**src/hdl/svpmd_pkg.sv**
```systemverilog
`default_nettype none
package svpmd_pkg;

  localparam int IN_W   = 16;         // alpha / beta commands
  localparam int BUS_W  = 16;         // bus voltage register
  localparam int DUTY_W = 16;         // Q1.15 duty
  localparam int PH_W   = IN_W + 16;  // phase voltage, input scaled by 2^15
  localparam int SUM_W  = PH_W + 1;   // max + min
  localparam int M_W    = PH_W + 3;   // dividend 2p - s + 32769u
  localparam int REM_W  = 32;         // non-negative dividend below 2^16 * u
  localparam int DEN_W  = BUS_W + 1;  // divisor 2u
  localparam int QB     = 15;         // quotient bits below full scale

  // clarke regs, max/min, offset, saturation check, QB divide steps, output reg
  localparam int PIPE_DEPTH = QB + 5;

  localparam logic signed [IN_W-1:0] SQRT3_HALF_Q15 = 16'sd28378;
  localparam logic [DUTY_W-1:0]      FULL_Q15       = 16'd32768;
  localparam logic [BUS_W-1:0]       BUS_RESET      = 16'd32767;

  typedef struct packed {
    logic neg;  // quotient below zero
    logic hi;   // quotient at or above full scale
  } sat_t;

  typedef struct packed {
    sat_t             sat;
    logic [REM_W-1:0] rem;
  } div_in_t;

endpackage
`default_nettype wire

```
**src/hdl/svpmd_div.sv**
```systemverilog
`default_nettype none
// Pipelined restoring divider, one quotient bit per stage, MSB first.
// Valid for rem < 2^QB * den; range flags ride along.
module svpmd_div (
  input  logic                              clk,
  input  logic                              en,
  input  logic [svpmd_pkg::DEN_W-1:0]       den,
  input  svpmd_pkg::div_in_t                din,
  output svpmd_pkg::sat_t                   sat,
  output logic [svpmd_pkg::QB-1:0]          q
);
  import svpmd_pkg::*;

  logic [REM_W-1:0] rem_r [QB];
  logic [QB-1:0]    q_r   [QB];
  sat_t             sat_r [QB];

  for (genvar j = 0; j < QB; j++) begin : g_step
    logic [REM_W-1:0] rem_in;
    logic [QB-1:0]    q_in;
    sat_t             sat_in;
    logic [REM_W-1:0] sh;
    logic [REM_W:0]   diff;
    logic [REM_W-1:0] rem_nxt;
    logic [QB-1:0]    q_nxt;

    if (j == 0) begin : g_first
      assign rem_in = din.rem;
      assign q_in   = '0;
      assign sat_in = din.sat;
    end else begin : g_next
      assign rem_in = rem_r[j-1];
      assign q_in   = q_r[j-1];
      assign sat_in = sat_r[j-1];
    end

    assign sh      = {{(REM_W-DEN_W){1'b0}}, den} << (QB - 1 - j);
    assign diff    = {1'b0, rem_in} - {1'b0, sh};
    assign rem_nxt = diff[REM_W] ? rem_in : diff[REM_W-1:0];
    assign q_nxt   = {q_in[QB-2:0], !diff[REM_W]};

    always_ff @(posedge clk) begin
      if (en) begin
        rem_r[j] <= rem_nxt;
        q_r[j]   <= q_nxt;
        sat_r[j] <= sat_in;
      end
    end
  end

  assign sat = sat_r[QB-1];
  assign q   = q_r[QB-1];

endmodule
`default_nettype wire

```
**config.mk**
```make
export PLATFORM = sky130hd
export DESIGN_NAME = svpmd_div
export DESIGN_NICKNAME = d
export VERILOG_FILES = /design/src/hdl/svpmd_pkg.sv /design/src/hdl/svpmd_div.sv
export SDC_FILE = /design/constraint.sdc
export NUM_CORES = 1
export LEC_CHECK = 0
export BUFFER_PORTS_ARGS = -buffer_cell sky130_fd_sc_hd__buf_2
export CORE_MARGIN = 8
export CORE_UTILIZATION = 30
export CTS_CLUSTER_SIZE = 20
export DETAILED_ROUTE_END_ITERATION = 16
export PLACE_DENSITY = 0.57
export SYNTH_ARGS = -nofsm -noshare
export SYNTH_HDL_FRONTEND = slang
export SYNTH_SLANG_ARGS = --single-unit
export TNS_END_PERCENT = 100
```
**constraint.sdc**
```tcl
create_clock -name clk -period 3.7 [get_ports clk]
set_input_delay 0.74 -clock clk [delete_from_list [all_inputs] [get_ports clk]]
set_output_delay 0.74 -clock clk [all_outputs]
set_load 0.01 [all_outputs]
```
Yosys cells after proc, flatten, opt, wreduce, memory -nomap -nowiden
Memories as Yosys holds them, arrays and structs flattened.
Cells that the tools add are included.
Widths: inputs -> output; s select.
{"block": "totals", "memories": 3, "reg_bits": 0, "elab_cells": 50, "out_inout_bits": 17, "ram_bits": 735}
{"block": "op_classes", "mux": 17, "n_reduce_logical": 15, "add_sub_neg": 15}
{"memory": "rem_r", "depth": 15, "word_bits": 32, "read_ports": 14, "rd_ports_with_merged_regs": 0, "write_ports": 15, "line_no": "svpmd_div.sv:14", "rtl": "logic [REM_W-1:0] rem_r [QB];"}
{"memory": "q_r", "depth": 15, "word_bits": 15, "read_ports": 15, "rd_ports_with_merged_regs": 0, "write_ports": 15, "line_no": "svpmd_div.sv:15", "rtl": "logic [QB-1:0] q_r [QB];"}
{"memory": "sat_r", "depth": 15, "word_bits": 2, "read_ports": 15, "rd_ports_with_merged_regs": 0, "write_ports": 15, "line_no": "svpmd_div.sv:16", "rtl": "sat_t sat_r [QB];"}
{"cell": "$mux 32", "n": 15}
{"cell": "$sub 32x17->33", "n": 1}
{"cell": "$sub 32x18->33", "n": 1}
{"cell": "$sub 32x19->33", "n": 1}
{"cell": "$sub 32x20->33", "n": 1}
{"cell": "$sub 32x21->33", "n": 1}
{"cell": "$sub 32x22->33", "n": 1}
{"cell": "$sub 32x23->33", "n": 1}
{"cell": "$sub 32x24->33", "n": 1}
{"cell": "$sub 32x25->33", "n": 1}
{"cell": "$sub 32x26->33", "n": 1}
{"cell": "$sub 32x27->33", "n": 1}
{"cell": "$sub 32x28->33", "n": 1}
{"cell": "$sub 32x29->33", "n": 1}
{"cell": "$sub 32x30->33", "n": 1}
{"cell": "$sub 32x31->33", "n": 1}
{"cell": "$logic_not 1->1", "n": 15}
{"cell": "$mux 1", "n": 2}

Longest topological paths before layout
An unclocked memory read counts as a cell.
{"block": "depth", "word_depth": 3, "ltp_mapped": 14, "mapped_depth_nobuf": 13}

Worst setup path before layout
Ideal clock, no wire load.
{"block": "synth_timing", "kind": "in2reg", "start": "input den[1] in the netlist's numbering", "end": "memory rem_r[11][7] (netlist: rem_r[1][103]), data pin", "setup_ps": 262, "setup_slack_ps": -31, "arrival_time_ps": 3469, "cell_stages": 10, "required_time_ps": 3438, "path_cell_list": "inv_1 -> ha_1 -> nor2b_1 -> o31ai_1 -> a21oi_2 -> a221o_1 -> a31o_4 -> a21oi_4 -> buf_6 -> mux2_1"}
{"element": "from (decl)", "line_no": "svpmd_div.sv:7", "rtl": "input logic [svpmd_pkg::DEN_W-1:0] den,"}
{"element": "to (decl)", "line_no": "svpmd_div.sv:14"}

==> summary.md <==
| Metric | Value |
|---|---|
| Cts hold-fix bufs | `0` |
| Die X | `around 350 µm` |
| Status | `complete, no violations` |
| Final Max Slew Viols | `0` |
| Yosys Warn Count | `0` |
| TritonCTS clock tree | `built` |
| Synth-to-Final Area Change | `22.3%` |
| Routed WL | `80.0 mm` |
| Leakage power | `around 16 nW` |
| CTS Buffer Depth | `3` |
| Clock period minus worst slack | `~3.5 ns` |
| Max Used Layer | `met4` |
| Type of the worst min-delay path | `in -> reg` |
| Buffers on Ports | `between 60 and 70` |
| Layout cells sized above 1 | `0.189` |
| Post-CTS Setup Bufs | `0` |
| Antenna cells | `0` |
| Worst setup SP type | `register` |
| Period utilization | `0.935` |
| Die Ht | `354 µm` |
| Clk slew on worst S/H paths | `around 0.06 ns` |
| CTS Sinks | `598` |
| Post-synthesis sequential area ratio | `0.525` |
| Fmax | `~0.29 GHz` |
| Clk root buf | `clkbuf_16` |
| Combinational power share | `0.388` |
| Ports | `70` |
| Max FO, Critical Path | `3` |
| Post-cts repair resize count | `0` |
| Worst path arrival time | `3.83 ns` |
| Antenna-violating nets left | `0` |
| Pre-CTS setup slack | `-0.333 ns` |
| Mapped Area | `34200 µm²` |
| Iteration-0 DRC Markers | `1231` |
| Final Hold Fails | `0` |
| Synth cell types | `94` |
| Vias per cell | `4.82` |
| Post-synthesis net count | `3314` |
| # Max-Cap Violations | `0` |
| HPWL Detailed | `roughly 60 mm` |
| CP required | `4.07 ns` |
| Core footprint | `114000 µm²` |
| Sw Ratio | `0.335` |
| Crit end category | `register` |
| Met2 wire len | `39.4 mm` |
| Synthesis-stage register bit count | `598` |
| H-tree depth | `3` |
| Fin nets | `3764` |
| TritonRoute pass-1 iters | `5` |
| Met3 Wirelength | `between 2 and 3 mm` |
| Final WS setup | `between 0.2 and 0.25 ns` |
| Slew HR | `0.571` |
| Syn Inst Count | `2993` |
| Std cell rows | `124` |
| Tot GR Track Use | `0.126` |
| Async SR Flop Fraction | `0` |
| Max Clock Skew | `0.0428 ns` |
| Setup violators final | `0` |
| Post-synth EDFFs | `598` |
| Least-Margin Pin Slew | `0.644 ns` |
| Drt wl/cell | `16.0 µm` |
| Clk pwr share | `0.249` |
| GRT overflow | `0` |
| Vias in the first global route | `24350` |
| Largest net degree at the start of global routing | `83` |
| Clock Latency Late Sink | `roughly 0.66 ns` |
| Sw power | `0.0101 W` |
| GP Congestion | `around 0.83` |
| Top_reg_cell synth | `edfxtp_1` |
| Metal1 wirelength | `35.5 mm` |
| Full die area | `125000 µm²` |
| Syn Area/Cell | `between 10 and 15 µm²` |
| RSZ-0062 raised after global routing | `false` |
| Initial antenna violation count | `1` |
| CTS buffer count | `76` |
| First-pass GRT wire length | `roughly 130 mm` |
| Max IR drop VDD | `0.000363 V` |
| Crit Path Class | `reg -> reg` |
| Initial core utilization | `0.301` |
| Flop pwr share | `0.363` |
| Via count | `24144` |
| Layout Utilization | `0.368` |
| Internal power | `0.0201 W` |
| DRC | `0` |
| Pwr dens | `721 nW/µm²` |
==> cell families (layout without fill, tap and decap cells) <==
logic type,count (synthesis),in the layout,share of synthesized area
compound gates,813,813,0.152
xor+xnor,264,264,0.0675
fa+ha+maj,268,268,0.101
buf+inv,164,673,0.0205
flops,598,598,0.525
mux,48,48,0.0158
simple gates,838,838,0.118
==> sequential cells by signal, summed over array words and instances, names as in the netlist <==
register / flops
sat_r: 30
q_r: 120
rem_r: 448
==> worst paths after layout <==
kind	from	end	slack [ns]	cells past startpoint
setup reg to reg	rem_r[1][5]	rem_r[1][59]	0.24	13
setup / recovery	rem_r[1][5]	rem_r[1][59]	0.24	13
hold / removal	din[13]	rem_r[0][13]	0.26	1
hold reg to reg	q_r[5][22]	q_r[6][8]	0.39	0
==> power by group through the flow <==
stage / combinational [W] / sequential, W / clock, W
3_5_place_dp: 0.0117 / 0.0111 / 0
2_1_floorplan: 0.00825 / 0.0106 / 0
6_report: 0.0117 / 0.0110 / 0.00751
5_1_grt: 0.0132 / 0.0111 / 0.00804
3_3_place_gp: 0.0116 / 0.0111 / 0
4_1_cts: 0.0118 / 0.0110 / 0.00781
==> area by class of cell <==
class,instances,area (µm²)
Sequential cell,598,18000
Timing Repair Buffer,435,3520
Fill cell,11106,71800
Inverter,101,383
Clock inverter,52,603
Clock buffer,85,1940
Tap cell,1512,1890
Multi-Input combinational cell,2231,15600
==> through the flow <==
stage | setup TNS [ns] | area (µm²) | instances | hold slack, ns | total power [W]
after floorplan | 0 | 34200 | 2993 | 0.400 | 0.0189
after global placement | -33.56 | 39300 | 4877 | 0.400 | 0.0227
after detailed placement | -40.91 | 39300 | 4877 | 0.405 | 0.0228
after CTS | 0 | 41900 | 5014 | 0.202 | 0.0306
after global routing | 0 | 41900 | 5014 | 0.212 | 0.0324
final | 0 | 41900 | 5014 | 0.257 | 0.0302
==> cells in the final DEF (no fill, tap or decap), drive strengths merged, types with 19 or more instances in the layout <==
master / netlist / final
a211oi: 24 / 24
a21o: 90 / 90
a21oi: 254 / 254
a31oi: 25 / 25
and3: 19 / 19
buf: 30 / 435
clkbuf: 33 / 85
clkinv: 0 / 30
edfxtp: 598 / 598
ha: 254 / 254
inv: 101 / 106
mux2: 43 / 43
nand2: 229 / 229
nand2b: 53 / 53
nand3: 41 / 41
nor2: 245 / 245
nor2b: 33 / 33
nor3: 75 / 75
nor4: 38 / 38
o21a: 50 / 50
o21ai: 206 / 206
o21bai: 29 / 29
o31ai: 20 / 20
or3: 28 / 28
xnor2: 131 / 131
xor2: 133 / 133
==> critical path: stages (launching register included) <==
cell and delay [ns]:
edfxtp_1 0.50, inv_1 0.09, ha_1 0.17, inv_1 0.06, fa_1 0.39, a211oi_1 0.28, o21bai_1 0.14, a31o_2 0.28
a22o_1 0.22, o21ai_0 0.21, nand2_1 0.10, or4_1 0.46, nor3_1 0.20, xor2_1 0.10
==> Yosys cell counts (5+ instances only) <==
cell,number,share of area
o21ai_1,10,0.0015
nand3_1,41,0.0060
mux2i_1,5,0.0015
nand2_1,229,0.025
or2_2,13,0.0024
nor2_1,244,0.027
nor4_2,5,0.0018
a21oi_1,248,0.036
a2111oi_0,7,0.0018
inv_1,95,0.010
o211ai_1,16,0.0035
a21o_1,90,0.020
inv_2,6,0.00066
a211oi_1,24,0.0053
or4_1,9,0.0020
xor2_1,133,0.034
o31ai_1,18,0.0039
o21a_1,50,0.011
edfxtp_1,598,0.52
fa_1,14,0.0082
o21ai_0,185,0.027
o2111ai_1,6,0.0015
buf_2,17,0.0025
buf_4,9,0.0020
nor4_1,31,0.0057
ha_1,254,0.093
o41ai_1,5,0.0013
a31o_2,6,0.0015
a211o_1,14,0.0036
a21boi_0,8,0.0018
and3_1,19,0.0035
nand2b_1,53,0.0097
xnor2_1,131,0.034
nor3_1,74,0.011
o31a_1,9,0.0023
o21ai_2,11,0.0028
or3_1,28,0.0051
nand4_1,15,0.0027
and2_1,11,0.0020
a31oi_1,24,0.0044
o21bai_1,28,0.0061
clkbuf_1,33,0.0036
mux2_2,38,0.012
nor2b_1,33,0.0060
==> metal layers <==
layer	vias up	global-route usage
li1	12200	-
met1	11451	0.155
met2	346	0.222
met3	147	0.0216
met4	0	0.0407
met5	-	0
Note: power is estimated with default switching activity, not from simulation.
