<file path="src/hdl/svpmd_pkg.sv">
`default_nettype none
package svpmd_pkg;

  localparam int IN_W   = 16;         // alpha / beta commands
  localparam int BUS_W  = 16;         // bus voltage register
  localparam int DUTY_W = 16;         // Q1.15 duty
  localparam int PH_W   = IN_W + 16;  // phase voltage, input scaled by 2^15
  localparam int SUM_W  = PH_W + 1;   // max + min
  localparam int M_W    = PH_W + 3;   // dividend 2p - s + 32769u
  localparam int REM_W  = 32;         // non-negative dividend below 2^16 * u
  localparam int DEN_W  = BUS_W + 1;  // divisor 2u
  localparam int QB     = 15;         // quotient bits below full scale

  // clarke regs, max/min, offset, saturation check, QB divide steps, output reg
  localparam int PIPE_DEPTH = QB + 5;

  localparam logic signed [IN_W-1:0] SQRT3_HALF_Q15 = 16'sd28378;
  localparam logic [DUTY_W-1:0]      FULL_Q15       = 16'd32768;
  localparam logic [BUS_W-1:0]       BUS_RESET      = 16'd32767;

  typedef struct packed {
    logic neg;  // quotient below zero
    logic hi;   // quotient at or above full scale
  } sat_t;

  typedef struct packed {
    sat_t             sat;
    logic [REM_W-1:0] rem;
  } div_in_t;

endpackage
`default_nettype wire

</file>
<file path="src/hdl/svpmd_inject.sv">
`default_nettype none
// Min-max injection and divide setup: three register stages.
//   A: s = max + min
//   B: m = 2p - s + 32769u  (so duty = floor(m / 2u) before clamping)
//   C: range flags, non-negative remainder for the divider
module svpmd_inject (
  input  logic                               clk,
  input  logic                               en,
  input  logic [svpmd_pkg::BUS_W-1:0]        u_eff,
  input  logic signed [svpmd_pkg::PH_W-1:0]  ph [3],
  output svpmd_pkg::div_in_t                 dv_r [3]
);
  import svpmd_pkg::*;

  logic signed [PH_W-1:0]  mx;
  logic signed [PH_W-1:0]  mn;
  logic signed [SUM_W-1:0] sum_nxt;
  logic signed [SUM_W-1:0] sum_r;
  logic signed [PH_W-1:0]  ph_a_r [3];
  logic signed [M_W-1:0]   off;
  logic signed [M_W-1:0]   m_nxt [3];
  logic signed [M_W-1:0]   m_r [3];
  div_in_t                 dv_nxt [3];

  // stage A
  always_comb begin
    mx = ph[0];
    mn = ph[0];
    if (ph[1] > mx) mx = ph[1];
    if (ph[2] > mx) mx = ph[2];
    if (ph[1] < mn) mn = ph[1];
    if (ph[2] < mn) mn = ph[2];
    sum_nxt = SUM_W'(mx) + SUM_W'(mn);
  end

  // stage B
  assign off = $signed(M_W'({u_eff, 15'd0})) + $signed(M_W'(u_eff));

  always_comb begin
    for (int i = 0; i < 3; i++) begin
      m_nxt[i] = (M_W'(ph_a_r[i]) <<< 1) - M_W'(sum_r) + off;
    end
  end

  // stage C: hi when m >= 2^15 * 2u
  always_comb begin
    for (int i = 0; i < 3; i++) begin
      dv_nxt[i].sat.neg = m_r[i][M_W-1];
      dv_nxt[i].sat.hi  = !m_r[i][M_W-1] &&
                          (m_r[i][M_W-2:0] >= (M_W-1)'({u_eff, 16'd0}));
      dv_nxt[i].rem     = m_r[i][REM_W-1:0];
    end
  end

  always_ff @(posedge clk) begin
    if (en) begin
      sum_r  <= sum_nxt;
      ph_a_r <= ph;
      m_r    <= m_nxt;
      dv_r   <= dv_nxt;
    end
  end

endmodule
`default_nettype wire

</file>
<file path="config.mk">
export PLATFORM = sky130hd
export DESIGN_NAME = svpmd_inject
export DESIGN_NICKNAME = d
export VERILOG_FILES = /design/src/hdl/svpmd_pkg.sv /design/src/hdl/svpmd_inject.sv
export SDC_FILE = /design/constraint.sdc
export NUM_CORES = 1
export LEC_CHECK = 0
export ABC_AREA = 1
export BUFFER_PORTS_ARGS = -buffer_cell sky130_fd_sc_hd__buf_2
export CAP_MARGIN = 20
export CORE_MARGIN = 2
export CORE_UTILIZATION = 36
export CTS_BUF_LIST = sky130_fd_sc_hd__clkbuf_4
export DETAILED_ROUTE_END_ITERATION = 12
export GPL_ROUTABILITY_DRIVEN = 0
export PLACE_DENSITY = 0.65
export SLEW_MARGIN = 20
export SYNTH_ARGS = -nofsm -noshare
export SYNTH_HDL_FRONTEND = slang
export SYNTH_SLANG_ARGS = --single-unit
</file>
<file path="constraint.sdc">
create_clock -name clk -period 6.6 [get_ports clk]
set_clock_uncertainty 0.2 [all_clocks]
set_input_delay 0 -clock clk [delete_from_list [all_inputs] [get_ports clk]]
set_output_delay 0 -clock clk [all_outputs]
set_load 0.01 [all_outputs]
</file>
-- Word-level counts from Yosys, hierarchy flattened
Cells that the tools add are included.
W data, S select, Z words.
- bits in registers: 336
- input port bits: 114
- output and inout port bits: 102
- logic and storage cells: 41
- $add $sub $neg: 8
- $lt $le $gt $ge: 7
- muxes and demuxes: 4
- reduce and logical (&&, ||, !) cells: 6
- operator list (cell ; count):
    $mux W32 ; 4
    $add A34 B33 Y35 ; 3
    $ge A34 B32 Y1 ; 3
    $sub A33 B33 Y34 ; 3
    $gt A32 B32 Y1 ; 2
    $lt A32 B32 Y1 ; 2
    $add A32 B32 Y33 ; 1
    $add A31 B16 Y32 ; 1
    $logic_and A1 B1 Y1 ; 3
    $logic_not A1 Y1 ; 3

-- Longest topological paths before layout
- word-level depth: 5
- gate-level depth with buffers: 50
- gate-level depth less buffers: 48

-- Least setup slack after synthesis
Ideal clock, no wire load.
- kind: input -> register
- from: input ph[95] in the netlist's numbering
- to: register sum_r[32] (data pin)
- setup time: 0.252 ns
- arrival time: 5.888 ns
- data required time: 6.148 ns
- slack: 0.260 ns
- stages on the path: 42
- path buffers: 3
- path through: inv_1 ha_1 a21oi_1 o21a_1 nand2_1 a21oi_1 nand2_2 nand2_1 nand2_1 a31o_2 buf_2 clkbuf_1 o21ai_0 ha_1 a21oi_1 o21ai_0 a21oi_1 nor2_1 [... 6 more ...] clkbuf_1 nand2_1 o21ai_0 fa_1 nand3_1 nand2_1 a31oi_1 o21ai_2 a21boi_1 o21ai_2 a21boi_1 o21ai_0 a21boi_0 o21ai_0 nand2_1 nand2_1 nand2_1 nand2_1
- longest elaborated chain between the ends: 5
- elaborated cells between the ends (all ways): 9
- classes of those cells: add/sub: 1; order compare: 4; mux: 4
- ends and longest elaborated chain (item ; line ; text):
    start: declaration ; svpmd_inject.sv:10 ; input logic signed [svpmd_pkg::PH_W-1:0] ph [3],
    $gt A32 B32 Y1 / $lt A32 B32 Y1 (equally long branches) ; svpmd_inject.sv:29, svpmd_inject.sv:31 ;
    $mux W32, on equally long branches ; svpmd_inject.sv:29, svpmd_inject.sv:31 ;
    $gt A32 B32 Y1 / $lt A32 B32 Y1 (equally long branches) ; svpmd_inject.sv:30, svpmd_inject.sv:32 ;
    $mux W32, on equally long branches ; svpmd_inject.sv:30, svpmd_inject.sv:32 ;
    $add A32 B32 Y33 (*) ; svpmd_inject.sv:33 ; sum_nxt = SUM_W'(mx) + SUM_W'(mn);
    via sum_nxt[32] ; svpmd_inject.sv:17 ; logic signed [SUM_W-1:0] sum_nxt;
    end signal: assignment ; svpmd_inject.sv:57 ; sum_r <= sum_nxt;
    end: declaration ; svpmd_inject.sv:18 ; logic signed [SUM_W-1:0] sum_r;
The timed path passes the listed nets; every way through them passes the cells marked *.
A chain may end at the register's enable or synchronous reset.

-- Worst setup path after layout
- from: input ph[52] in the netlist's numbering
- to: register sum_r[30] (data pin)
Same word-level chain as after synthesis.

==> results.rst <==
.. list-table::
   :header-rows: 1

   * - Metric
     - Value
   * - Worst flop-to-flop path endpoint
     - dv_nxt[64]
   * - Area inside the core boundary
     - 65390 sq um
   * - Number of primary I/O pins
     - 216
   * - Total number of H-tree levels
     - 3
   * - Met1 Track Usage GR
     - 26.09%
   * - Seq. cell area
     - 9970 sq um
   * - Data required, critical path
     - 6.89 ns
   * - Register-to-Register Path Depth
     - 15
   * - Top-count cell post-synth
     - sky130_fd_sc_hd__nand2_1
   * - Share of cells above drive strength 1
     - 19.97%
   * - Minimum hold slack
     - 0.06910 ns
   * - Number of optimization iterations in the first detailed-route pass
     - 8
   * - Final setup violation count
     - 0
   * - Via count normalized by instance count
     - 4.832
   * - Hold path depth
     - 6
   * - Maximum fanout count along the critical path
     - 26
   * - Clock sink count
     - 332
   * - Clk_lat worst skew
     - 0.75 ns
   * - CTS tree
     - built
   * - Floorplan die width
     - 260.5 microns
   * - YS warnings
     - 0
   * - Sequential-to-total area share from yosys stat
     - 42.09%
   * - Data arrival at the endpoint of the critical path
     - 6.52 ns
   * - Flip-flop cell with the highest count after synthesis
     - sky130_fd_sc_hd__edfxtp_1
   * - Setup repair after global routing missed its margin
     - true
   * - Largest net degree at the start of global routing
     - 139
   * - Multi-input logic area
     - 12210 sq um
   * - Nets
     - 3606
   * - Setup slack, reg-to-reg
     - 2.22 ns
   * - Worst setup SP type
     - input pin
   * - Worst setup path start
     - ph[52]
   * - LEAKAGE
     - 0.01437 uW
   * - Clk Tree Root Cell
     - sky130_fd_sc_hd__clkbuf_4
   * - Total count of hold-check failures in the final report
     - 0
   * - Count of state elements after synthesis
     - 332
   * - Total power per unit cell area
     - 455.7 nW/um^2
   * - Remaining Overflow, GRT
     - 0
   * - Die area
     - 67860 sq um
   * - Main area contributors after synthesis
     - sky130_fd_sc_hd__edfxtp_1, sky130_fd_sc_hd__ha_1, sky130_fd_sc_hd__fa_1
   * - Number of antenna violations at the first check in global routing
     - 14
   * - Endpoint class of the critical path
     - flop
   * - Yosys top cell area share
     - 42.09%
   * - Wire length of the first global-routing pass
     - 105.6 mm
   * - Worst VDD drop
     - 169.6 uV
   * - Final Max Tran Viols
     - 0
   * - Detailed Route Iter0 Violations
     - 1273
   * - Bufs on Longest Clock Path
     - 3
   * - Post-synth ARST share
     - 0%
   * - Die Ht
     - 260.5 microns
   * - Mapped Area
     - 23690 sq um
   * - Biggest area consumer among synthesized cells
     - sky130_fd_sc_hd__edfxtp_1
   * - Count of antenna-violating nets left after detailed routing
     - 0
   * - Synthesized netlist cell count
     - 2398
   * - Remaining max-slew budget at the tightest pin
     - 33.69%
   * - Fin Setup TNS
     - 0 ns
   * - Number of design rule violations left after detail routing
     - 0
   * - Count of standard-cell rows
     - 94
   * - Utilization of the core after routing
     - 46.98%
   * - Worst path max stage delay
     - 0.55 ns
   * - Average detailed-routed wire length per instance
     - 17.21 microns
   * - Routed vias
     - 19500
   * - Maximum clock frequency
     - 0.1605 GHz
   * - Top cell by count, worst path
     - sky130_fd_sc_hd__nand2_1
   * - Global routing usage summed across all routing layers
     - 20.32%
   * - Hold EP
     - dv_nxt[59]
   * - Crit path kind
     - in2reg
   * - Vias in the first global route
     - 19640
   * - Max stage delay cell, worst path
     - sky130_fd_sc_hd__dlygate4sd3_1
   * - Fillers
     - 6181
   * - Growth of design area from synthesis to finish
     - 29.69%
   * - Most used standard cells in the synthesized netlist
     - sky130_fd_sc_hd__nand2_1, sky130_fd_sc_hd__inv_1, sky130_fd_sc_hd__edfxtp_1
   * - Outcome
     - completed
   * - Time the final worst path needs with I/O delays and setup
     - 6.230 ns
   * - EDFF count, synth
     - 332
   * - Post-route clock period utilization
     - 94.40%
   * - Max-cap viol count
     - 0
   * - Starting utilization of the core area
     - 36.22%
   * - Met3 Usage GRT
     - 3.225%
   * - Worst Max-Slew Pin Slew
     - 0.9947 ns
   * - Average cell area after synthesis
     - 9.878 sq um
   * - CTS buffer count
     - 80
   * - Total detailed-routing wirelength
     - 69.45 mm
   * - Kind of path behind the tightest hold check
     - in2reg
   * - Layer with the highest usage
     - met2
   * - Worst-path clk slew
     - 0.07 ns
   * - Worst reg2reg path startpoint
     - sum_r[3]
   * - Nets in the synthesized netlist
     - 2889
   * - DP Wirelength
     - 55.49 mm
   * - IO Port Bufs
     - 215
   * - Beginning of the worst hold path
     - u_eff[10]
   * - Number of distinct library cells after synthesis
     - 47
   * - Met2 usage
     - 33.57%
==> registers in the layout, indices dropped and copies added (netlist names) <==
register and cells:
dv_nxt 97, sum_r 33, m_r 6, ph_a_r 96, dv_r 100
==> through the flow <==
step / cells / worst slack (ns) / total power (uW) / area (sq um)
floorplan: 2398 / 0.2596 / 9363 / 23690
global placement: 3696 / -0.1689 / 11930 / 27590
detailed placement: 3696 / -0.4256 / 12080 / 27590
CTS: 4025 / 0.02157 / 13890 / 30580
global route: 4035 / -0.06747 / 15200 / 30720
finish: 4036 / 0.3696 / 14000 / 30720
==> metal layers <==
metal	vias to the layer above	routed length, microns
li1	9746	-
met1	8980	30820
met2	606	31980
met3	156	3580
met4	12	2988
met5	-	73
==> worst max-delay path, delay by kind of cell <==
family	cells	cell delay, ns
AND/OR/NAND/NOR	16	1.53
buffers and inverters	6	1.32
adder cells (fa/ha/maj)	4	1.15
AO/OA/AOI/OAI	18	2.53
==> layout make-up <==
| type | instances | area share [%] |
|---|---|---|
| multi-input combinational | 1656 | 39.76 |
| sequential | 332 | 32.45 |
| timing repair buffer | 668 | 16.34 |
| inverter | 377 | 4.607 |
| tap | 864 | 3.519 |
| clock buffer | 105 | 2.566 |
| clock inverter | 26 | 0.6965 |
| antenna | 8 | 0.06517 |
==> kinds of logic (layout without fill, tap and decap cells) <==
logic type	after synthesis	count (layout)	share of synthesized area [%]
flops	332	332	42.09
compound gates	462	462	11.02
xor+xnor	135	135	4.992
simple gates	682	682	12.19
fa+ha+maj	377	377	22.99
buf+inv	410	1176	6.724
other cells	0	8	0
==> worst max path at each step <==
stage / slack [ns] / end
global route: -0.07 / sum_r[31]
finish: 0.37 / sum_r[30]
CTS: 0.02 / sum_r[32]
global placement: -0.17 / sum_r[32]
floorplan: 0.26 / sum_r[32]
detailed placement: -0.43 / sum_r[32]
==> power breakdown <==
| part | leakage (uW) | switching, uW | internal (uW) |
|---|---|---|---|
| clock | 0.000584 | 790 | 896 |
| sequential | 0.00325 | 401 | 3630 |
| combinational | 0.0105 | 4890 | 3400 |
| total | 0.0144 | 6080 | 7920 |
==> cells in the final DEF, fill, tap and decap left out, types with 83 or more instances in the layout <==
master                            n
sky130_fd_sc_hd__buf_4          251
sky130_fd_sc_hd__o21ai_0        136
sky130_fd_sc_hd__nand2_1        421
sky130_fd_sc_hd__nand3_1        102
sky130_fd_sc_hd__ha_1           280
sky130_fd_sc_hd__dlygate4sd3_1  198
sky130_fd_sc_hd__clkbuf_4       105
sky130_fd_sc_hd__xor2_1          99
sky130_fd_sc_hd__edfxtp_1       332
sky130_fd_sc_hd__inv_1          376
sky130_fd_sc_hd__buf_2          214
sky130_fd_sc_hd__a21oi_1        191
sky130_fd_sc_hd__nor2_1          83
sky130_fd_sc_hd__fa_1            96
==> timing repair <==
action,CTS,global route
setup endpoints to repair,0,15
hold buffers,198,0
gates resized for setup,0,44
buffers inserted,0,3
endpoints found under the hold margin,272,0
Note: power is estimated with default switching activity, not from simulation.
