==> src/hdl/svpmd_pkg.sv <==
`default_nettype none
package svpmd_pkg;

  localparam int IN_W   = 16;         // alpha / beta commands
  localparam int BUS_W  = 16;         // bus voltage register
  localparam int DUTY_W = 16;         // Q1.15 duty
  localparam int PH_W   = IN_W + 16;  // phase voltage, input scaled by 2^15
  localparam int SUM_W  = PH_W + 1;   // max + min
  localparam int M_W    = PH_W + 3;   // dividend 2p - s + 32769u
  localparam int REM_W  = 32;         // non-negative dividend below 2^16 * u
  localparam int DEN_W  = BUS_W + 1;  // divisor 2u
  localparam int QB     = 15;         // quotient bits below full scale

  // clarke regs, max/min, offset, saturation check, QB divide steps, output reg
  localparam int PIPE_DEPTH = QB + 5;

  localparam logic signed [IN_W-1:0] SQRT3_HALF_Q15 = 16'sd28378;
  localparam logic [DUTY_W-1:0]      FULL_Q15       = 16'd32768;
  localparam logic [BUS_W-1:0]       BUS_RESET      = 16'd32767;

  typedef struct packed {
    logic neg;  // quotient below zero
    logic hi;   // quotient at or above full scale
  } sat_t;

  typedef struct packed {
    sat_t             sat;
    logic [REM_W-1:0] rem;
  } div_in_t;

endpackage
`default_nettype wire

==> src/hdl/svpmd_clarke.sv <==
`default_nettype none
// Inverse Clarke, phases scaled by 2^15; one register stage.
module svpmd_clarke (
  input  logic                                clk,
  input  logic                                en,
  input  logic signed [svpmd_pkg::IN_W-1:0]   u_alpha,
  input  logic signed [svpmd_pkg::IN_W-1:0]   u_beta,
  output logic signed [svpmd_pkg::PH_W-1:0]   ph_r [3]
);
  import svpmd_pkg::*;

  logic signed [PH_W-1:0] al_x15;
  logic signed [PH_W-1:0] al_x14;
  logic signed [PH_W-1:0] be_k;
  logic signed [PH_W-1:0] ph_nxt [3];

  assign al_x15 = {{(PH_W-IN_W-15){u_alpha[IN_W-1]}}, u_alpha, 15'd0};
  assign al_x14 = {{(PH_W-IN_W-14){u_alpha[IN_W-1]}}, u_alpha, 14'd0};
  assign be_k   = u_beta * SQRT3_HALF_Q15;

  assign ph_nxt[0] = al_x15;
  assign ph_nxt[1] = be_k - al_x14;
  assign ph_nxt[2] = -al_x14 - be_k;

  always_ff @(posedge clk) begin
    if (en) begin
      ph_r <= ph_nxt;
    end
  end

endmodule
`default_nettype wire

==> config.mk <==
export PLATFORM = sky130hd
export DESIGN_NAME = svpmd_clarke
export DESIGN_NICKNAME = d
export VERILOG_FILES = /design/src/hdl/svpmd_pkg.sv /design/src/hdl/svpmd_clarke.sv
export SDC_FILE = /design/constraint.sdc
export NUM_CORES = 1
export LEC_CHECK = 0
export ABC_AREA = 0
export BUFFER_PORTS_ARGS = -buffer_cell sky130_fd_sc_hd__buf_2
export CORE_MARGIN = 3
export CORE_UTILIZATION = 60
export CTS_CLUSTER_DIAMETER = 100
export DETAILED_ROUTE_END_ITERATION = 12
export PLACE_DENSITY = 0.84
export SYNTH_ARGS = -nofsm -noshare
export SYNTH_HDL_FRONTEND = slang
export SYNTH_SLANG_ARGS = --single-unit
export TNS_END_PERCENT = 20
==> constraint.sdc <==
create_clock -name clk -period 11.6 [get_ports clk]
set_clock_uncertainty 0.05 [all_clocks]
set_input_delay 1.74 -clock clk [delete_from_list [all_inputs] [get_ports clk]]
set_output_delay 1.74 -clock clk [all_outputs]
set_load 0.03 [all_outputs]
; Word level (Yosys, flattened, before mapping)
; Index checks and enable logic that the tools add are counted.
[op_classes]
n_addsub = 3
n_mul = 1
[ops]
columns = operator, n
row1 = 30-bit negator with 32-bit output, 1
row2 = 32-bit by 30-bit subtractor with 32-bit output, 1
row3 = 32-bit subtractor, 1
row4 = 16-bit by 15-bit multiplier with 31-bit output (second input constant), 1
[word_totals]
reg_bits = 80
in_bits = 34
output_inout_bits = 96
wordCells = 7

; Longest topological paths before layout
; Gate-level depths: netlist (run 1).
[depth]
ltp_word = 2
depth_mapped = 33
depth_no_buf = 32

; Least setup slack after synthesis (run 1)
; Ideal clock, no wire load.
[synth_path]
kind = input port to flip-flop
startpoint = in u_beta[10] (netlist bit)
endpoint = reg ph_r[31] (netlist bit) (data pin)
setup_ps = 261
t_arrival_ps = 8396
t_required_ps = 11289
slack_ps = 2894
path_stages = 31
n_path_buf = 1
cell_sequence = ha_1 inv_1 fa_1 inv_1 fa_1 fa_1 fa_1 inv_1 fa_1 inv_1 ha_1 a21o_1 a21o_1 a2111oi_0 o31a_1 a21oi_1 nor2_1 xnor2_1 ha_1 inv_1 ha_1 clkbuf_1 a21o_1 a21o_1 a21oi_1 o21ai_0 a21o_1 a21oi_1 o41ai_2 xnor2_1 xnor2_1
[synth_rtl]
columns = element, line
row1 = start: declaration, svpmd_clarke.sv:7  ; input logic signed [svpmd_pkg::IN_W-1:0] u_beta,
row2 = end signal: assignment, svpmd_clarke.sv:27  ; ph_r <= ph_nxt;
row3 = end: declaration, svpmd_clarke.sv:8  ; output logic signed [svpmd_pkg::PH_W-1:0] ph_r [3]

==> results of run 1 <==
==> layout make-up <==
type | count | area, um^2
inverters | 287 | 1080
well taps | 225 | 282
repair buffers | 112 | 563
clock buffers | 10 | 229
clock inverters | 6 | 61.3
flip-flops and latches | 77 | 2310
fillers | 1344 | 5680
multi-input cells | 685 | 7160
==> cell usage after synthesis (4+ instances only) <==
master       n
nand4_1      4
or2_2        4
ha_1       170
fa_1       119
xnor2_1     59
buf_4       19
nor2_1      29
o21a_1       7
o21ai_1      4
nand2_1     20
inv_1      287
a31oi_1      6
nor2b_1      7
xor2_1      19
a21oi_2      5
o2111ai_1    4
o21ai_0     28
a21oi_1     56
nor3_1       7
nand2b_1     9
nand3_1     13
a21o_1      27
edfxtp_1    77
o21bai_1    13
==> routing by layer <==
layer | track usage [%] | vias up | share of wire, %
li1 | - | 3624 | -
met1 | 31.2 | 3601 | 45
met2 | 39.8 | 218 | 49
met3 | 3.34 | 31 | 4.8
met4 | 6.08 | 0 | 2.0
met5 | 0 | - | 0
==> worst max-delay path: cells and delay by family <==
| kind | cells | cell delay, ns |
|---|---|---|
| xor gates and xnor gates | 2 | 0.19 |
| buffers and inverters | 6 | 0.57 |
| and+or+nand+nor | 2 | 0.14 |
| adders and majority gates | 9 | 4.03 |
| AOI/OAI and AO/OA | 12 | 2.60 |
==> worst max path at each step <==
stage | from | end
after floorplan | u_beta[10] | ph_r[31]
after global placement | u_beta[15] | ph_r[29]
after detailed placement | u_beta[15] | ph_r[31]
after CTS | u_beta[15] | ph_r[31]
after global routing | u_beta[15] | ph_r[31]
final | u_beta[15] | ph_r[29]
==> stage by stage <==
stage               setup WS [ns]  instance area, um^2  hold slack (ns)  util (%)
floorplan                    2.89                10700             1.79         -
finish                       2.34                11700             1.54      67.3
CTS                          2.42                11700             1.54      67.3
global placement             2.34                11400             1.88      65.6
detailed placement           2.12                11400             1.89      65.6
global route                 1.96                11700             1.54      67.3
==> cell families after synthesis <==
kind of cell	count (synthesis)	share of synthesized area [%]
buffers and inverters	309	11.6
adder cells (fa/ha/maj)	289	42.4
AO/OA/AOI/OAI	190	12.4
AND/OR/NAND/NOR	110	5.26
XOR/XNOR	79	6.57
flip-flops	77	21.7
other	1	0.0352
==> flow_metrics.tcl, run 1 <==
set metrics [dict create \
    clock.fmax_mhz 108 \
    tns_ns 0 \
    crit_type "input port to register" \
    drt_iter0_drc 406 \
    cts_inserted_buffers 9 \
    core-area_um2 17400 \
    layout_commonest_cell "inv_1" \
    min_to "ph_r[90]" \
    holdBufCountCts 0 \
    routabilityCongestion 0.935 \
    cp_data_required_time_ns 11.63 \
    cts_root_buf "clkbuf_16" \
    drc 0 \
    grt_max_degree 78 \
    nets 1495 \
    htreeDepth 3 \
    mostFrequentLayoutCells "inv_1 (287), ha_1 (170), fa_1 (119)" \
    yosysWarnings 0 \
    cts_sinks 77 \
    maxCapViolCount 0 \
    synth_ff_type "edfxtp_1" \
    cts_resized 0 \
    start_kind "input port" \
    via_per_inst 5.33 \
    overflow 0 \
    cpPeakStageDelay_ns 0.54 \
    crit_path_end_kind "register" \
    regMostFlops "ph_r" \
    dr.pass1.iters 5 \
    vias 7474 \
    setup_viol 0 \
    final-hold-violation-count 0 \
    final.period_utilization_pct 79.9 \
    rsz0062_at_grt "no" \
    ys_async_sr_fraction_pct 0 \
    holdPathStages 1 \
    grt.total_usage_pct 23.2 \
    fin_cells 1402 \
    status "finished clean" \
    fp-row-count 48 \
    die_x_um 139 \
    drive_gt1_share_pct 13.1 \
    synth.distinct_cells 64 \
    min_period_ns 9.26 \
    syn_area_um2 10600 \
    start_util_pct 61.3 \
    antenna_found_initial 0 \
    reg.largest.list "ph_r: 77 flops" \
    cts_tree "yes" \
    synth_top_area_share_pct 22.4 \
    synthCells 1055 \
    wl_per_cell_um 15.7 \
    min-delay-start "u_alpha[11]" \
    diodes 0 \
    cts.path.max_buffers 2 \
    slew_headroom_pct 37.1 \
    post_cts_buffers 0 \
    clk_pin_slew_worst_paths_ns 0.06 \
    grt_pass1_vias 7809 \
    avgSynthCellArea_um2 10.1 \
    ant_nets 0 \
    critPathSlowestCell "fa_1" \
    pin_count 130 \
    grt_pass1_wl_um 37100 \
    hpwlAfterDp_um 18600 \
    synth-edff-count 77 \
    drv_slew 0 \
    die_area_um2 19400 \
    largest_register_ffs 77 \
    numPortBuffers 112 \
    die_h_um 139 \
    tightest_slew_ns 0.943 \
    ys_ff_latch 77 \
    synth_area_leaders "fa_1 (22%), edfxtp_1 (22%), ha_1 (20%), inv_1 (10%), xnor2_1 (4.9%)" \
    synth.largest_area_cell "fa_1" \
    synth_seq_area_share_pct 21.7 \
    hold_class "input port to register" \
    critPathMaxFanout 19 \
    area_growth_pct 9.79 \
    placed_cells 1386 \
    finalWirelength_um 21900 \
    arrival_ns 9.29 \
]
Power of run 1 is not shown: default switching activity piles up to over one toggle a cycle in this logic, so the estimate is an artifact.
==> inputs of run 2 (changes only) <==
==> constraint.sdc (replaced) <==
create_clock -name clk -period 8.9 [get_ports clk]
set_clock_uncertainty 0.05 [all_clocks]
set_input_delay 1.335 -clock clk [delete_from_list [all_inputs] [get_ports clk]]
set_output_delay 1.335 -clock clk [all_outputs]
set_load 0.03 [all_outputs]
==> flow_metrics.tcl, run 2 (synthesis gave the netlist of run 1 again) <==
set metrics [dict create \
    status "finished clean" \
    die_h_um 139 \
    drive_gt1_share_pct 13.9 \
    grt_pass1_wl_um 36700 \
    numPortBuffers 112 \
    vias 7518 \
    wl_per_cell_um 15.3 \
    final.period_utilization_pct 95.5 \
    fp-row-count 48 \
    arrival_ns 8.53 \
    holdPathStages 1 \
    critPathSlowestCell "fa_1" \
    fillers 1288 \
    layout_commonest_cell "inv_1" \
    cts_sinks 77 \
    grt_max_degree 78 \
    crit_type "input port to register" \
    setup_viol 0 \
    layout_setup_ws_ns 0.399 \
    min-delay-start "u_alpha[14]" \
    maxCapViolCount 0 \
    min_period_ns 8.50 \
    tns_ns 0 \
    place_ws_ns -0.0272 \
    cp_data_required_time_ns 8.93 \
    critPathMaxFanout 5 \
    diodes 0 \
    min_to "ph_r[93]" \
    grt.total_usage_pct 22.8 \
    slew_headroom_pct 37.2 \
    reg.largest.list "ph_r: 77 flops" \
    placed_cells 1394 \
    clock.fmax_mhz 118 \
    hold_class "input port to register" \
    cts.path.max_buffers 2 \
    nets 1503 \
    die_area_um2 19400 \
    drt_iter0_drc 503 \
    via_per_inst 5.34 \
    start_kind "input port" \
    overflow 0 \
    post_cts_buffers 0 \
    routabilityCongestion 0.948 \
    htreeDepth 3 \
    drc 0 \
    regMostFlops "ph_r" \
    dr.pass1.iters 6 \
    area_growth_pct 10.3 \
    ant_nets 0 \
    hpwlAfterDp_um 18500 \
    pin_count 130 \
    rsz0062_at_grt "no" \
    clk_pin_slew_worst_paths_ns 0.06 \
    final-hold-violation-count 0 \
    mostFrequentLayoutCells "inv_1 (287), ha_1 (169), fa_1 (119)" \
    antenna_found_initial 0 \
    core-area_um2 17400 \
    placed_area_um2 11400 \
    fin_area_um2 11700 \
    fin_cells 1409 \
    crit_path_end_kind "register" \
    start_util_pct 61.3 \
    finalWirelength_um 21600 \
    cpPeakStageDelay_ns 0.58 \
    largest_register_ffs 77 \
    die_x_um 139 \
    grt_pass1_vias 7671 \
    drv_slew 0 \
    tightest_slew_ns 0.942 \
    cts_root_buf "clkbuf_16" \
    cts_inserted_buffers 9 \
    cts_tree "yes" \
]
[run 2: cell types whose count changed in the layout (fill, tap and decap cells not counted), sizes merged]
cell / delta
buf: +8
bufinv: -1
clkbuf: +1
clkinv: -2
clkinvlp: +1
[run 2: worst max path at each step]
| stage | from | end | slack (ns) | depth (start not counted) |
|---|---|---|---|---|
| finish | u_beta[10] | ph_r[28] | 0.40 | 30 |
| global route | u_beta[11] | ph_r[29] | 0.03 | 31 |
| CTS | u_beta[8] | ph_r[31] | 0.32 | 28 |
| detailed placement | u_beta[8] | ph_r[31] | -0.03 | 28 |
| global placement | u_beta[5] | ph_r[31] | 0.19 | 28 |
| floorplan | u_beta[10] | ph_r[31] | 0.60 | 31 |
[run 2: critical path: cells and delay by family]
family / cells / cell delay (ns)
compound gates: 12 / 2.48
fa+ha+maj: 9 / 3.77
buf+inv: 7 / 0.71
xor+xnor: 2 / 0.23
[run 2: area by class of cell]
| class | instances | area (um^2) | share of cell area [%] |
|---|---|---|---|
| Clock inverter | 4 | 25.0 | 0.213 |
| Sequential cell | 77 | 2310 | 19.7 |
| Timing Repair Buffer | 120 | 623 | 5.31 |
| Tap cell | 225 | 282 | 2.40 |
| Clock buffer | 11 | 233 | 1.98 |
| Multi-Input combinational cell | 685 | 7180 | 61.2 |
| Inverter | 287 | 1080 | 9.18 |
[run 2: stage by stage]
| stage | util [%] | hold slack, ns |
|---|---|---|
| 6_report | 67.6 | 1.14 |
| 3_5_place_dp | 66.0 | 1.48 |
| 3_3_place_gp | 66.0 | 1.48 |
| 5_1_grt | 67.6 | 1.14 |
| 4_1_cts | 67.5 | 1.13 |
| 2_1_floorplan | - | 1.38 |
[run 2: timing repair]
item | 4_1_cts | 5_1_grt
gates resized for setup | 0 | 6
hold buffers | 0 | 0
setup endpoints to repair | 0 | 6
hold endpoints to repair | 0 | 0
[run 2: layer usage]
layer	track usage (%)	vias up	wire (um)
li1	-	3646	-
met5	0	-	0
met3	2.86	26	1090
met1	31.4	3607	9720
met4	5.46	0	379
met2	38.9	239	10400
Power of run 2 is left out for the same reason.
==> inputs of run 3 (changes only) <==
--- a/config.mk
+++ b/config.mk
@@ -7,8 +7,9 @@
 export LEC_CHECK = 0
 export ABC_AREA = 0
 export BUFFER_PORTS_ARGS = -buffer_cell sky130_fd_sc_hd__buf_2
-export CORE_MARGIN = 3
+export CORE_MARGIN = 4
 export CORE_UTILIZATION = 60
+export CTS_BUF_LIST = sky130_fd_sc_hd__clkbuf_2
 export CTS_CLUSTER_DIAMETER = 100
 export DETAILED_ROUTE_END_ITERATION = 12
 export PLACE_DENSITY = 0.84
==> flow_metrics.tcl, run 3 (synthesis gave the netlist of run 1 again) <==
set metrics [dict create \
    fp-row-count 48 \
    drc 0 \
    antenna_found_initial 1 \
    rsz0062_at_grt "no" \
    post_cts_buffers 0 \
    holdPathStages 1 \
    cts_tree "yes" \
    min-delay-start "u_alpha[9]" \
    ant_nets 0 \
    setup_viol 0 \
    final.period_utilization_pct 94.6 \
    cts_root_buf "clkbuf_2" \
    maxCapViolCount 0 \
    min_to "ph_r[88]" \
    cts_resized 0 \
    routabilityCongestion 0.921 \
    crit_buf_inv 4 \
    cp_data_required_time_ns 9.18 \
    min_period_ns 8.42 \
    nets 1503 \
    status "finished clean" \
    start_kind "input port" \
    via_per_inst 5.27 \
    pin_count 130 \
    mostFrequentLayoutCells "inv_1 (287), ha_1 (170), fa_1 (119)" \
    dr.pass1.iters 6 \
    drt_iter0_drc 456 \
    crit_type "input port to register" \
    crit_path_end_kind "register" \
    layout_commonest_cell "inv_1" \
    core-area_um2 17400 \
    htreeDepth 3 \
    hpwlAfterDp_um 19000 \
    vias 7442 \
    overflow 0 \
    finalWirelength_um 21700 \
    arrival_ns 8.69 \
    grt_pass1_wl_um 36100 \
    critPathSlowestCell "fa_1" \
    grt.total_usage_pct 22.2 \
    cpPeakStageDelay_ns 0.56 \
    drive_gt1_share_pct 13.8 \
    clock.fmax_mhz 119 \
    cp_top_family "adder cells" \
    start_util_pct 61.3 \
    tightest_slew_ns 0.957 \
    critPathMaxFanout 5 \
    hold_class "input port to register" \
    clk_pin_slew_worst_paths_ns 0.23 \
    die_area_um2 19900 \
    grt_max_degree 78 \
    slew_headroom_pct 36.2 \
    timing.hold.ws_ns 0.905 \
    cpMostUsedCell "fa_1" \
    die_x_um 141 \
    final-hold-violation-count 0 \
    regMostFlops "ph_r" \
    numPortBuffers 112 \
    drv_slew 0 \
    holdBufCountCts 0 \
    cts_inserted_buffers 9 \
    wl_per_cell_um 15.4 \
    reg.largest.list "ph_r: 77 flops" \
    grt_pass1_vias 7692 \
    area_growth_pct 9.21 \
    cts.path.max_buffers 2 \
    largest_register_ffs 77 \
    die_h_um 141 \
    cts_sinks 77 \
]
## run 3: per-layer routing
metal	vias to the layer above	wire (um)	track usage, %
li1	3648	-	-
met1	3544	9600	29.6
met2	218	10500	38.0
met3	32	1170	2.75
met4	0	441	6.73
met5	-	0	0
## run 3: final cells by class
class	count	area, um^2
Multi-Input combinational cell	685	7160
Fill cell	1313	5740
Sequential cell	77	2310
Inverter	287	1080
Timing Repair Buffer	120	623
Tap cell	225	282
Clock inverter	7	121
Clock buffer	9	45.0
Antenna cell	1	2.50
## run 3: per-stage QoR
| step | setup slack [ns] | utilization (%) | setup TNS, ns | cell area (um^2) | cells |
|---|---|---|---|---|---|
| floorplan | 0.599 | - | 0 | 10700 | 1071 |
| global placement | 0.110 | 66.0 | 0 | 11400 | 1394 |
| detailed placement | -0.0383 | 66.0 | -0.0383 | 11400 | 1394 |
| CTS | 0.603 | 66.9 | 0 | 11600 | 1410 |
| global route | 0.117 | 66.9 | 0 | 11600 | 1411 |
| finish | 0.484 | 66.9 | 0 | 11600 | 1411 |
## run 3: how the worst max path moves through the flow
stage,start,to,slack (ns),cells after the start
CTS,u_beta[8],ph_r[31],0.60,28
detailed placement,u_beta[8],ph_r[31],-0.04,28
floorplan,u_beta[10],ph_r[31],0.60,31
global placement,u_beta[5],ph_r[31],0.11,28
finish,u_beta[8],ph_r[31],0.48,28
global route,u_beta[8],ph_r[29],0.12,28
Power of run 3 is left out for the same reason.
